$ cat config.mk
export PLATFORM = sky130hd
export DESIGN_NAME = rc_serial_frame_deframer_flat
export DESIGN_NICKNAME = d
export VERILOG_FILES = /design/src/rtl/core/rcdf_pkg.sv /design/src/rtl/core/rcdf_ifs.sv /design/src/rtl/core/rcdf_payload_ram.sv /design/src/rtl/core/rcdf_frame_parser.sv /design/src/rtl/core/rcdf_result_emitter.sv /design/src/rtl/core/rc_serial_frame_deframer.sv /design/src/flat_wrapper.sv
export SDC_FILE = /design/constraint.sdc
export NUM_CORES = 1
export LEC_CHECK = 0
export BUFFER_PORTS_ARGS = -buffer_cell sky130_fd_sc_hd__buf_2
export CAP_MARGIN = 20
export CORE_ASPECT_RATIO = 1.25
export CORE_UTILIZATION = 30
export CTS_CLUSTER_DIAMETER = 30
export DETAILED_ROUTE_END_ITERATION = 10
export HOLD_SLACK_MARGIN = 0.08
export SYNTH_ARGS = -nofsm -noshare
export SYNTH_HDL_FRONTEND = slang
export SYNTH_SLANG_ARGS = --single-unit
$ cat constraint.sdc
create_clock -name clock -period 4.37 [get_ports clock]
set_input_delay 0.437 -clock clock [delete_from_list [all_inputs] [get_ports clock]]
set_output_delay 0.437 -clock clock [all_outputs]
set_load 0.005 [all_outputs]
$ cat src/rtl/core/rcdf_pkg.sv
// Package with shared constants, types and helper functions of the serial frame deframer.
package rcdf_pkg;

   localparam int MaxChannels = 16;
   localparam int StoreDepth  = 2 * MaxChannels;
   localparam int StoreAw     = (StoreDepth > 1) ? $clog2(StoreDepth) : 1;
   localparam int CountW      = $clog2(MaxChannels + 1);

   localparam int SyncBytes   = 9;
   localparam int HeaderBytes = 11;

   localparam logic [7:0] StartByte    = 8'h53;
   localparam logic [7:0] FuncCodeRst  = 8'hB1;

   localparam logic [1:0] KindChannel  = 2'd0;
   localparam logic [1:0] KindMismatch = 2'd1;
   localparam logic [1:0] KindNotice   = 2'd2;

   typedef struct packed {
      logic             start;
      logic [1:0]       kind;
      logic [7:0]       length;
   } frame_end_type;

   typedef struct packed {
      logic               en;
      logic [StoreAw-1:0] addr;
      logic [7:0]         data;
   } ram_wr_type;

   function automatic logic [7:0] sync_char(input logic [3:0] idx);
      logic [7:0] c;
      unique case (idx)
         4'd0:    c = 8'h53;
         4'd1:    c = 8'h4B;
         4'd2:    c = 8'h59;
         4'd3:    c = 8'h44;
         4'd4:    c = 8'h52;
         4'd5:    c = 8'h4F;
         4'd6:    c = 8'h49;
         4'd7:    c = 8'h44;
         4'd8:    c = 8'h3A;
         default: c = 8'h00;
      endcase
      return c;
   endfunction

endpackage

$ cat src/rtl/core/rcdf_ifs.sv
// Channel interfaces for the byte input, the result output and the register write port.
interface rcdf_req_if;
   logic       valid;
   logic       ready;
   logic [7:0] rx_byte;
   modport source (output valid, output rx_byte, input ready);
   modport sink   (input valid, input rx_byte, output ready);
endinterface

interface rcdf_rsp_if;
   logic        valid;
   logic        ready;
   logic [1:0]  result_kind;
   logic [3:0]  channel_index;
   logic [15:0] channel_value;
   logic        last_of_frame;
   modport source (output valid, output result_kind, output channel_index,
                   output channel_value, output last_of_frame, input ready);
   modport sink   (input valid, input result_kind, input channel_index,
                   input channel_value, input last_of_frame, output ready);
endinterface

interface rcdf_csr_if;
   logic       valid;
   logic       ready;
   logic [7:0] data;
   modport source (output valid, output data, input ready);
   modport sink   (input valid, input data, output ready);
endinterface

$ cat src/rtl/core/rcdf_payload_ram.sv
// Synchronous payload byte store with one write port and one registered read port.
module rcdf_payload_ram (
   input  logic                        clock,
   input  rcdf_pkg::ram_wr_type        wr,
   input  logic [rcdf_pkg::StoreAw-1:0] rd_addr,
   output logic [7:0]                  rd_data
);
   import rcdf_pkg::*;

   logic [7:0] mem [StoreDepth];
   logic [7:0] rd_data_ff;

   always_ff @(posedge clock) begin
      if (wr.en) begin
         mem[wr.addr] <= wr.data;
      end
      rd_data_ff <= mem[rd_addr];
   end

   assign rd_data = rd_data_ff;

endmodule

$ cat src/rtl/core/rcdf_frame_parser.sv
// Byte parser that hunts, checks the header, stores the payload and judges the check byte.
module rcdf_frame_parser (
   input  logic                   clock,
   input  logic                   reset,
   input  logic                   take,
   input  logic [7:0]             rx_byte,
   input  logic [7:0]             func_code,
   output rcdf_pkg::ram_wr_type   wr,
   output rcdf_pkg::frame_end_type frame_end
);
   import rcdf_pkg::*;

   localparam logic [1:0] PhaseHunt   = 2'd0;
   localparam logic [1:0] PhaseHeader = 2'd1;
   localparam logic [1:0] PhaseBody   = 2'd2;

   logic [1:0] phase_ff, phase_in;
   logic [7:0] count_ff, count_in;
   logic       sync_ok_ff, sync_ok_in;
   logic [7:0] func_ff, func_in;
   logic [7:0] len_ff, len_in;
   logic [7:0] acc_ff, acc_in;
   logic       sync_ok_next;
   logic [7:0] count_inc;

   assign count_inc = count_ff + 8'd1;

   always_comb begin
      phase_in     = phase_ff;
      count_in     = count_ff;
      sync_ok_in   = sync_ok_ff;
      func_in      = func_ff;
      len_in       = len_ff;
      acc_in       = acc_ff;
      sync_ok_next = sync_ok_ff;
      wr           = '0;
      frame_end    = '0;
      if (take) begin
         unique case (phase_ff)
            PhaseHunt: begin
               if (rx_byte == StartByte) begin
                  phase_in   = PhaseHeader;
                  count_in   = 8'd1;
                  sync_ok_in = 1'b1;
                  func_in    = 8'd0;
                  len_in     = 8'd0;
                  acc_in     = rx_byte;
               end
            end
            PhaseHeader: begin
               acc_in = acc_ff ^ rx_byte;
               if (count_ff < 8'(SyncBytes)) begin
                  if (rx_byte != sync_char(count_ff[3:0])) begin
                     sync_ok_next = 1'b0;
                  end
               end else if (count_ff == 8'(SyncBytes)) begin
                  func_in = rx_byte;
               end else begin
                  len_in = rx_byte;
               end
               sync_ok_in = sync_ok_next;
               count_in   = count_inc;
               if (count_inc >= 8'(HeaderBytes)) begin
                  if (sync_ok_next) begin
                     phase_in = PhaseBody;
                     count_in = 8'd0;
                  end else begin
                     phase_in   = PhaseHunt;
                     count_in   = 8'd0;
                     sync_ok_in = 1'b1;
                     func_in    = 8'd0;
                     len_in     = 8'd0;
                     acc_in     = 8'd0;
                  end
               end
            end
            PhaseBody: begin
               if (count_ff < len_ff) begin
                  acc_in   = acc_ff ^ rx_byte;
                  count_in = count_inc;
                  if ({1'b0, count_ff} < 9'(StoreDepth)) begin
                     wr.en   = 1'b1;
                     wr.addr = count_ff[StoreAw-1:0];
                     wr.data = rx_byte;
                  end
               end else begin
                  frame_end.start  = 1'b1;
                  frame_end.length = len_ff;
                  if (rx_byte != acc_ff) begin
                     frame_end.kind = KindMismatch;
                  end else if (func_ff == func_code && len_ff != 8'd0) begin
                     frame_end.kind = KindChannel;
                  end else begin
                     frame_end.kind = KindNotice;
                  end
                  phase_in   = PhaseHunt;
                  count_in   = 8'd0;
                  sync_ok_in = 1'b1;
                  func_in    = 8'd0;
                  len_in     = 8'd0;
                  acc_in     = 8'd0;
               end
            end
            default: begin
               phase_in   = PhaseHunt;
               count_in   = 8'd0;
               sync_ok_in = 1'b1;
               func_in    = 8'd0;
               len_in     = 8'd0;
               acc_in     = 8'd0;
            end
         endcase
      end
   end

   always_ff @(posedge clock) begin
      if (reset) begin
         phase_ff   <= PhaseHunt;
         count_ff   <= 8'd0;
         sync_ok_ff <= 1'b1;
         func_ff    <= 8'd0;
         len_ff     <= 8'd0;
         acc_ff     <= 8'd0;
      end else begin
         phase_ff   <= phase_in;
         count_ff   <= count_in;
         sync_ok_ff <= sync_ok_in;
         func_ff    <= func_in;
         len_ff     <= len_in;
         acc_ff     <= acc_in;
      end
   end

endmodule

$ cat src/rtl/core/rcdf_result_emitter.sv
// Result sequencer that reads channel byte pairs from the payload store and drives results.
module rcdf_result_emitter (
   input  logic                          clock,
   input  logic                          reset,
   input  rcdf_pkg::frame_end_type       frame_end,
   input  logic [7:0]                    rd_data,
   output logic [rcdf_pkg::StoreAw-1:0]  rd_addr,
   output logic                          busy,
   rcdf_rsp_if.source                    rsp
);
   import rcdf_pkg::*;

   localparam logic [1:0] StIdle = 2'd0;
   localparam logic [1:0] StRdHi = 2'd1;
   localparam logic [1:0] StRdLo = 2'd2;
   localparam logic [1:0] StOut  = 2'd3;

   logic [1:0]        st_ff, st_in;
   logic [CountW-1:0] j_ff, j_in;
   logic [CountW-1:0] cnt_ff, cnt_in;
   logic [7:0]        len_ff, len_in;
   logic [7:0]        hi_ff, hi_in;
   logic              valid_ff, valid_in;
   logic [1:0]        kind_ff, kind_in;
   logic [3:0]        idx_ff, idx_in;
   logic [15:0]       value_ff, value_in;
   logic              last_ff, last_in;

   logic [CountW-1:0] j_next;
   logic [CountW:0]   addr_hi_sel;
   logic [CountW:0]   addr_lo_sel;
   logic [CountW:0]   addr_nx_sel;
   logic [8:0]        len_plus;
   logic [7:0]        half;
   logic [CountW-1:0] count_clamped;
   logic [8:0]        lo_pos;
   logic              lo_valid;

   assign j_next        = j_ff + CountW'(1);
   assign addr_hi_sel   = {j_ff, 1'b0};
   assign addr_lo_sel   = {j_ff, 1'b1};
   assign addr_nx_sel   = {j_next, 1'b0};
   assign len_plus      = {1'b0, frame_end.length} + 9'd1;
   assign half          = len_plus[8:1];
   assign count_clamped = (half > 8'(MaxChannels)) ? CountW'(MaxChannels)
                                                   : half[CountW-1:0];
   assign lo_pos        = 9'(addr_lo_sel);
   assign lo_valid      = lo_pos < {1'b0, len_ff};

   always_comb begin
      unique case (st_ff)
         StIdle:  rd_addr = '0;
         StRdHi:  rd_addr = addr_lo_sel[StoreAw-1:0];
         StOut:   rd_addr = addr_nx_sel[StoreAw-1:0];
         default: rd_addr = addr_hi_sel[StoreAw-1:0];
      endcase
   end

   always_comb begin
      st_in    = st_ff;
      j_in     = j_ff;
      cnt_in   = cnt_ff;
      len_in   = len_ff;
      hi_in    = hi_ff;
      valid_in = valid_ff;
      kind_in  = kind_ff;
      idx_in   = idx_ff;
      value_in = value_ff;
      last_in  = last_ff;
      unique case (st_ff)
         StIdle: begin
            if (frame_end.start) begin
               if (frame_end.kind == KindChannel) begin
                  st_in  = StRdHi;
                  j_in   = '0;
                  cnt_in = count_clamped;
                  len_in = frame_end.length;
               end else begin
                  st_in    = StOut;
                  valid_in = 1'b1;
                  kind_in  = frame_end.kind;
                  idx_in   = 4'd0;
                  value_in = 16'd0;
                  last_in  = 1'b1;
               end
            end
         end
         StRdHi: begin
            hi_in = rd_data;
            st_in = StRdLo;
         end
         StRdLo: begin
            st_in    = StOut;
            valid_in = 1'b1;
            kind_in  = KindChannel;
            idx_in   = 4'(j_ff);
            value_in = {hi_ff, lo_valid ? rd_data : 8'd0};
            last_in  = (j_next == cnt_ff);
         end
         StOut: begin
            if (rsp.ready) begin
               valid_in = 1'b0;
               if (last_ff) begin
                  st_in = StIdle;
               end else begin
                  j_in  = j_next;
                  st_in = StRdHi;
               end
            end
         end
         default: st_in = StIdle;
      endcase
   end

   always_ff @(posedge clock) begin
      if (reset) begin
         st_ff    <= StIdle;
         valid_ff <= 1'b0;
      end else begin
         st_ff    <= st_in;
         valid_ff <= valid_in;
      end
      j_ff     <= j_in;
      cnt_ff   <= cnt_in;
      len_ff   <= len_in;
      hi_ff    <= hi_in;
      kind_ff  <= kind_in;
      idx_ff   <= idx_in;
      value_ff <= value_in;
      last_ff  <= last_in;
   end

   assign busy              = (st_ff != StIdle);
   assign rsp.valid         = valid_ff;
   assign rsp.result_kind   = kind_ff;
   assign rsp.channel_index = idx_ff;
   assign rsp.channel_value = value_ff;
   assign rsp.last_of_frame = last_ff;

endmodule

$ cat src/rtl/core/rc_serial_frame_deframer.sv
// Top level of the serial remote-control frame deframer.
// Each received byte is one beat on the request channel and is taken while no frame results
// are pending. The check byte of a frame ends it: a checksum error, another function code or
// an empty payload gives one result in the next cycle, and a channel frame gives up to 16
// channel values, each read as a byte pair from the payload store in states StRdHi and StRdLo
// and held in StOut until the result beat is taken. The request channel is held off until the
// last result of the frame has left. The function code register is written on the csr channel
// and resets to 0xB1. The user must write it only while the block is idle; it is not enforced.
module rc_serial_frame_deframer (
   input  logic        clock,
   input  logic        reset,
   rcdf_req_if.sink    req_port,
   rcdf_rsp_if.source  rsp_port,
   rcdf_csr_if.sink    csr_port
);
   import rcdf_pkg::*;

   logic [7:0]         func_code_ff;
   logic               take;
   logic               busy;
   ram_wr_type         wr;
   frame_end_type      frame_end;
   logic [StoreAw-1:0] rd_addr;
   logic [7:0]         rd_data;

   assign csr_port.ready = 1'b1;
   assign req_port.ready = !busy;
   assign take           = req_port.valid && !busy;

   always_ff @(posedge clock) begin
      if (reset) begin
         func_code_ff <= FuncCodeRst;
      end else if (csr_port.valid) begin
         func_code_ff <= csr_port.data;
      end
   end

   rcdf_frame_parser u_parser (
      .clock     (clock),
      .reset     (reset),
      .take      (take),
      .rx_byte   (req_port.rx_byte),
      .func_code (func_code_ff),
      .wr        (wr),
      .frame_end (frame_end)
   );

   rcdf_payload_ram u_ram (
      .clock   (clock),
      .wr      (wr),
      .rd_addr (rd_addr),
      .rd_data (rd_data)
   );

   rcdf_result_emitter u_emitter (
      .clock     (clock),
      .reset     (reset),
      .frame_end (frame_end),
      .rd_data   (rd_data),
      .rd_addr   (rd_addr),
      .busy      (busy),
      .rsp       (rsp_port)
   );

endmodule
$ cat src/flat_wrapper.sv
// flat-port wrapper written by rule: the top's interface ports become plain ports
module rc_serial_frame_deframer_flat import rcdf_pkg::*;
  (clock, reset, req_port_valid, req_port_rx_byte, req_port_ready, rsp_port_valid, rsp_port_result_kind, rsp_port_channel_index, rsp_port_channel_value, rsp_port_last_of_frame, rsp_port_ready, csr_port_valid, csr_port_data, csr_port_ready);
  rcdf_req_if req_port_i ();
  rcdf_rsp_if rsp_port_i ();
  rcdf_csr_if csr_port_i ();
  input  logic clock;
  input  logic reset;
  input wire logic [$bits(req_port_i.valid)-1:0] req_port_valid;
  input wire logic [$bits(req_port_i.rx_byte)-1:0] req_port_rx_byte;
  output wire logic [$bits(req_port_i.ready)-1:0] req_port_ready;
  output wire logic [$bits(rsp_port_i.valid)-1:0] rsp_port_valid;
  output wire logic [$bits(rsp_port_i.result_kind)-1:0] rsp_port_result_kind;
  output wire logic [$bits(rsp_port_i.channel_index)-1:0] rsp_port_channel_index;
  output wire logic [$bits(rsp_port_i.channel_value)-1:0] rsp_port_channel_value;
  output wire logic [$bits(rsp_port_i.last_of_frame)-1:0] rsp_port_last_of_frame;
  input wire logic [$bits(rsp_port_i.ready)-1:0] rsp_port_ready;
  input wire logic [$bits(csr_port_i.valid)-1:0] csr_port_valid;
  input wire logic [$bits(csr_port_i.data)-1:0] csr_port_data;
  output wire logic [$bits(csr_port_i.ready)-1:0] csr_port_ready;
  assign req_port_i.valid = req_port_valid;
  assign req_port_i.rx_byte = req_port_rx_byte;
  assign req_port_ready = req_port_i.ready;
  assign rsp_port_valid = rsp_port_i.valid;
  assign rsp_port_result_kind = rsp_port_i.result_kind;
  assign rsp_port_channel_index = rsp_port_i.channel_index;
  assign rsp_port_channel_value = rsp_port_i.channel_value;
  assign rsp_port_last_of_frame = rsp_port_i.last_of_frame;
  assign rsp_port_i.ready = rsp_port_ready;
  assign csr_port_i.valid = csr_port_valid;
  assign csr_port_i.data = csr_port_data;
  assign csr_port_ready = csr_port_i.ready;
  rc_serial_frame_deframer u_core (.clock(clock), .reset(reset), .req_port(req_port_i), .rsp_port(rsp_port_i), .csr_port(csr_port_i));
endmodule
==> metrics.txt, run 1 <==
# hold bufs at CTS 4; Fin Setup TNS 0 ps; met3 usage 2.08%; io pins 47; ANT nets after route 0; sequential share of the synthesized area 67.0%; Internal 6870 uW; Final Cell Area 18,400 um^2; Initial Utilization 30.5%; Max IR drop VDD 0.000255 V; RSZ-0062 raised after global routing no; Critical path buffers and inverters 0; Root Buffer Master clkbuf_16; # diodes 0; Buffers on Ports 45; synthesized instance count 970; Net Switching 2270 uW; Fmax 283 MHz; Global Route Usage Sum 12.9%; first-pass detailed-route iteration total 5; number of global-route vias before repair 8,570; EDFF count, synth 304; slowest CP cell dfxtp_1; Clock Path Buffers 3; CTS tree yes; MaxCap Viol Count 0; grt met1 use 16.4%; DRC violations left 0; period utilization 80.8%; Setup Crit Path Kind flip-flop to flip-flop; Layout Skew 30.9 ps; Worst Path Max Fanout 13; Setup Viol. Count Final 0; asr flop ratio synth 0%; post-DP HPWL 22.0 mm; Critical Path Sink Type flip-flop; Placement Cell Area 16,600 um^2; Max-slew headroom 47.0%; Die X 205 um; total routed wirelength 33.6 mm; static leakage 0.00559 uW; post_cts resized 0; number of synthesized register bits 365; final slew viol count 0; Mapped Nets 1,015; die area 52,400 um^2; Crit path largest cell delay 590 ps; status finished clean; Hold Fails Final Rpt 0; P&R area growth vs syn 19.2%; die height 256 um; Syn Area/Cell 15.9 um^2; worst hold path class primary input to flip-flop; crit path launch type flip-flop; GP Congestion 0.830; DR iter-0 viols 561; initial antenna violation count 1; WL/cell 19.0 um; most common cell after layout, fill and taps aside edfxtp_1; CORE AREA 50,600 um^2; clk_lat worst skew 570 ps; Inserted Clock Buffers 53; crit-path cells ha_1, or3_1, a21oi_1, o31a_1, nor2_1, and2_1, ha_1, nand2b_1, mux2i_1, and3_1, a21boi_0, mux2i_1; post-CTS setup repair buffer count 0; Gate power share 11.5%; Worst-path clk slew 50 ps; most frequent cells in the layout 304 x edfxtp_1, 85 x nor2_1, 64 x mux4_2; first-pass GRT wire length 51.5 mm; busiest grt layer met2; Unique masters post-synth 71; Final #Nets 1,114; share of total power in sequential cells 43.3%; GRT met2 Usage 22.0%; vias per cell 4.77; synthesized area 15,500 um^2; Slew @ Worst Pin 795 ps; Rows 92; cell family with most CP delay simple AND/OR/NAND/NOR gates; CTS sink count 365; sw frac 24.8%; Syn. warnings 0; Critical Path RT 4770 ps; Fill cells 4,753; post-route minimum period 3530 ps; clock share of power 45.3%; critical path arrival 3930 ps; Pwr Density 496 nW/um^2; largest net degree at the start of global routing 65; H-tree levels 2; share of cells above drive strength 1 23.5%; DR vias 8,451; ys flop type edfxtp_1; GRT overflow 0
## metrics by stage
step           power, uW  hold slack [ps]  instances  setup slack (ps)  util (%)
2_1_floorplan       4780              408        970              1350         -
3_3_place_gp        5070              426       1668              1030      32.8
3_5_place_dp        5090              417       1668               900      32.8
4_1_cts             9250              104       1771               867      36.4
5_1_grt             9470              123       1771               668      36.4
6_report            9140              126       1771               840      36.4
## state kept, by name (all words and copies together) (netlist names), named ones only
name and count:
u_core.u_emitter.st_ff 2, u_core.u_emitter.len_ff 7, u_core.u_ram.rd_data 8, u_core.u_emitter.rsp.channel_value 16, u_core.u_parser.sync_ok_ff 1, u_core.u_parser.phase_ff 2, u_core.u_parser.func_ff 8, u_core.u_emitter.cnt_ff 5
u_core.u_parser.acc_ff 8, u_core.u_emitter.rsp.result_kind 2, u_core.u_emitter.j_ff 5, u_core.u_emitter.rsp.channel_index 4, u_core.u_emitter.rsp.valid 1, u_core.u_ram.mem 256, u_core.u_parser.count_ff 8, u_core.u_parser.len_ff 8
u_core.u_emitter.rsp.last_of_frame 1, u_core.func_code_ff 8, u_core.u_emitter.hi_ff 8
## worst min-delay path, delay by kind of cell
| family | cells | cell delay, ps |
|---|---|---|
| buf+inv | 1 | 70 |
| mux | 1 | 60 |
| simple gates | 1 | 80 |
## Yosys cell counts (all sizes together) (15+ instances only)
master / number / share of area, %
edfxtp: 304 / 59
nor2: 88 / 2.3
mux4: 64 / 9.3
dfxtp: 61 / 7.9
mux2i: 55 / 3.6
buf: 34 / 1.2
inv: 34 / 0.83
nand2: 29 / 0.72
xnor2: 28 / 1.6
and2: 25 / 1.0
ha: 24 / 1.9
nand3: 18 / 0.62
a21oi: 17 / 0.57
xor2: 16 / 0.91
a211oi: 15 / 0.73
## cell type report
| class | instances | area (um^2) | share of cell area, % |
|---|---|---|---|
| flip-flops and latches | 365 | 10300 | 56.2 |
| clock buffers | 65 | 1430 | 7.78 |
| repair buffers | 90 | 586 | 3.18 |
| inverters | 36 | 135 | 0.733 |
| multi-input cells | 523 | 4760 | 25.8 |
| well taps | 658 | 823 | 4.47 |
| clock inverters | 34 | 333 | 1.81 |
## layer usage
| metal | wire length (um) | part of all wire (%) | up-vias |
|---|---|---|---|
| met5 | 17 | 0.051 | - |
| met4 | 976 | 2.9 | 2 |
| met3 | 1490 | 4.4 | 63 |
| met2 | 17100 | 51 | 189 |
| met1 | 14100 | 42 | 4239 |
| li1 | - | - | 3958 |
## worst paths after layout
path | start | end | slack (ps) | cells past startpoint
max | u_core.u_parser.count_ff[2] | u_core.u_emitter.cnt_ff[1] | 840 | 12
min | csr_port_data[3] | u_core.func_code_ff[3] | 130 | 3
max reg2reg | u_core.u_parser.count_ff[2] | u_core.u_emitter.cnt_ff[1] | 840 | 12
min reg2reg | u_core.u_ram.rd_data[7] | u_core.u_emitter.hi_ff[7] | 430 | 0
## cells by family (layout without fill, tap and decap cells)
logic type | count (synthesis) | after routing | share of synthesized area, %
flops | 365 | 365 | 67.0
buf+inv | 82 | 225 | 2.41
other cells | 1 | 1 | 0.0243
simple gates | 229 | 229 | 7.59
mux | 119 | 119 | 12.9
compound gates | 106 | 106 | 5.67
fa+ha+maj | 24 | 24 | 1.94
xor+xnor | 44 | 44 | 2.49
## power by group through the flow
| stage | clock network (uW) | logic (uW) | registers [uW] |
|---|---|---|---|
| CTS | 4220 | 1070 | 3960 |
| finish | 4140 | 1050 | 3950 |
| floorplan | 0 | 778 | 4000 |
| detailed placement | 0 | 1060 | 4030 |
| global route | 4370 | 1130 | 3970 |
| global placement | 0 | 1050 | 4030 |
Power figures use the tool's default switching activity.
==> run 2: changes to the inputs <==
- ABC_AREA: default -> 1
- clock period: 4.37 -> 3 ns (I/O delays scaled with it)
==> metrics.txt, run 2 <==
EDFF count, synth 304; Pwr Density 792 nW/um^2; Crit path largest cell delay 360 ps; Slew @ Worst Pin 1040 ps; fin cells 2,341; static leakage 0.00737 uW; Biggest register u_core.u_ram.mem; most frequent cells in the layout 439 x nand2_1, 304 x edfxtp_1, 152 x nand3_1; first-pass detailed-route iteration total 5; total routed wirelength 41.5 mm; top-area cell type share of the netlist area 57.7%; busiest grt layer met2; post-DP HPWL 26.6 mm; Worst-path clk slew 50 ps; top-count cell post-synth nand2_1; Worst Path Max Fanout 8; GRT met2 Usage 28.0%; # diodes 0; met3 usage 2.07%; final worst slack 197 ps; multiplexer share of the synthesized area 0.380%; worst hold path class primary input to flip-flop; Fin Setup TNS 0 ps; RSZ-0062 raised after global routing yes; Yosys top cell by area edfxtp_1; crit path launch type flip-flop; max reg flops 256; Post-synth top cells 439 x nand2_1, 304 x edfxtp_1, 152 x nand3_1; ys flop type edfxtp_1; Layout Skew 24.2 ps; vias per cell 4.82; Adder-Cell Fraction of Synth Area 1.90%; Fmax 357 MHz; die height 259 um; Inserted Clock Buffers 60; period utilization 93.4%; sequential share of the synthesized area 65.4%; Global Route Usage Sum 15.4%; Syn. warnings 0; synthesized instance count 1,494; critical path arrival 3080 ps; Mapped Nets 1,539; io pins 47; area of the multi-input gates 4840 um^2; largest net degree at the start of global routing 137; Fin Hold WS 109 ps; post-synthesis xor/xnor area fraction 1.53%; slowest CP cell dfxtp_1; share of cells above drive strength 1 16.6%; Rows 93; pre-CTS setup slack 180 ps; post-route minimum period 2800 ps; most common cell after layout, fill and taps aside nand2_1; GRT overflow 0; Critical Path Sink Type flip-flop; Initial Utilization 30.6%; clk_lat worst skew 590 ps; DR vias 11,294; crit-path cells inv_2, ha_1, a21oi_1, nand2_1, nand2_1, nand2_4, nor3_4, inv_2, nor2_1, nand3_1, nor2_1, buf_4; Fill cells 4,970; synth top area cells edfxtp_1 58%, nand2_1 10%, dfxtp_1 7.7%; MaxCap Viol Count 0; placed cell count 2,214; Syn Area/Cell 10.6 um^2; final slew viol count 0; GP Congestion 0.848; Max IR drop VDD 0.000590 V; Clock Path Buffers 3; synthesized area 15,800 um^2; number of synthesized register bits 365; CTS sink count 365; ANT nets after route 0; Setup Crit Path Kind flip-flop to flip-flop; Die X 207 um; P&R area growth vs syn 24.2%; WL/cell 17.7 um; Buffers on Ports 45; H-tree levels 2; Root Buffer Master clkbuf_16; grt met1 use 18.0%; asr flop ratio synth 0%; CORE AREA 51,800 um^2; Setup Viol. Count Final 0; number of global-route vias before repair 11,484; Hold Fails Final Rpt 0; Final #Nets 1,671; DR iter-0 viols 867; Unique masters post-synth 49; Max-slew headroom 30.3%; first-pass GRT wire length 64.3 mm; Critical Path RT 3280 ps; status finished clean; FF+latch area 10,300 um^2; initial antenna violation count 0; CTS tree yes; DRC violations left 0; Synth Area in Compound Gates 5.95%; die area 53,700 um^2; largest family of logic cells by synthesized area simple AND/OR/NAND/NOR gates; area share of and/or/nand/nor cells after synthesis 20.5%
## run 2: what timing repair did
action | in CTS | in global routing
hold buffers | 15 | 0
endpoints found under the setup margin | 0 | 43
endpoints found under the hold margin | 8 | 0
resized for setup | 0 | 1
buffers inserted | 0 | 0
## run 2: area by class of cell
type / count / area share, %
clock buffers: 71 / 8.01
clock inverters: 41 / 2.81
repair buffers: 135 / 5.60
inverters: 107 / 2.05
well taps: 665 / 4.23
flip-flops and latches: 365 / 52.7
multi-input cells: 957 / 24.6
## run 2: critical path: cells and delay by family, from the launching register on
kind / cells / cell delay, ps
compound gates: 1 / 160
flops: 1 / 360
fa+ha+maj: 1 / 290
buf+inv: 3 / 390
simple gates: 7 / 1280
## run 2: where the power goes
part | total, uW | internal, uW | switching [uW]
Clock | 7160 | 4720 | 2440
Sequential | 5820 | 5660 | 162
Combinational | 2580 | 842 | 1740
## run 2: logic make-up (layout without fill, tap and decap cells)
kind of cell	count (synthesis)	count (layout)
compound gates	144	144
xor+xnor	26	26
fa+ha+maj	24	24
buf+inv	172	354
flops	365	365
mux	6	6
other cells	1	1
simple gates	756	756
## run 2: metrics by stage
stage,total power (uW),cell area (um^2),utilization [%]
3_5_place_dp,8480,17400,33.6
3_3_place_gp,8470,17400,33.6
5_1_grt,16200,19600,37.9
2_1_floorplan,7510,15800,-
4_1_cts,15700,19600,37.9
6_report,15600,19600,37.9
## run 2: final timing paths
kind | to | start | slack [ps] | depth (start not counted)
min reg2reg | u_core.u_parser.acc_ff[2] | u_core.u_parser.acc_ff[2] | 480 | 2
min | u_core.u_parser.func_ff[0] | req_port_rx_byte[0] | 110 | 3
max reg2reg | u_core.u_ram.mem[16][5] | u_core.u_parser.len_ff[3] | 200 | 12
max | u_core.u_ram.mem[16][5] | u_core.u_parser.len_ff[3] | 200 | 12
## run 2: metal layers
layer / vias up / part of all wire, %
li1: 5420 / -
met3: 94 / 4.3
met5: - / 0
met2: 316 / 52
met4: 0 / 3.4
met1: 5464 / 40
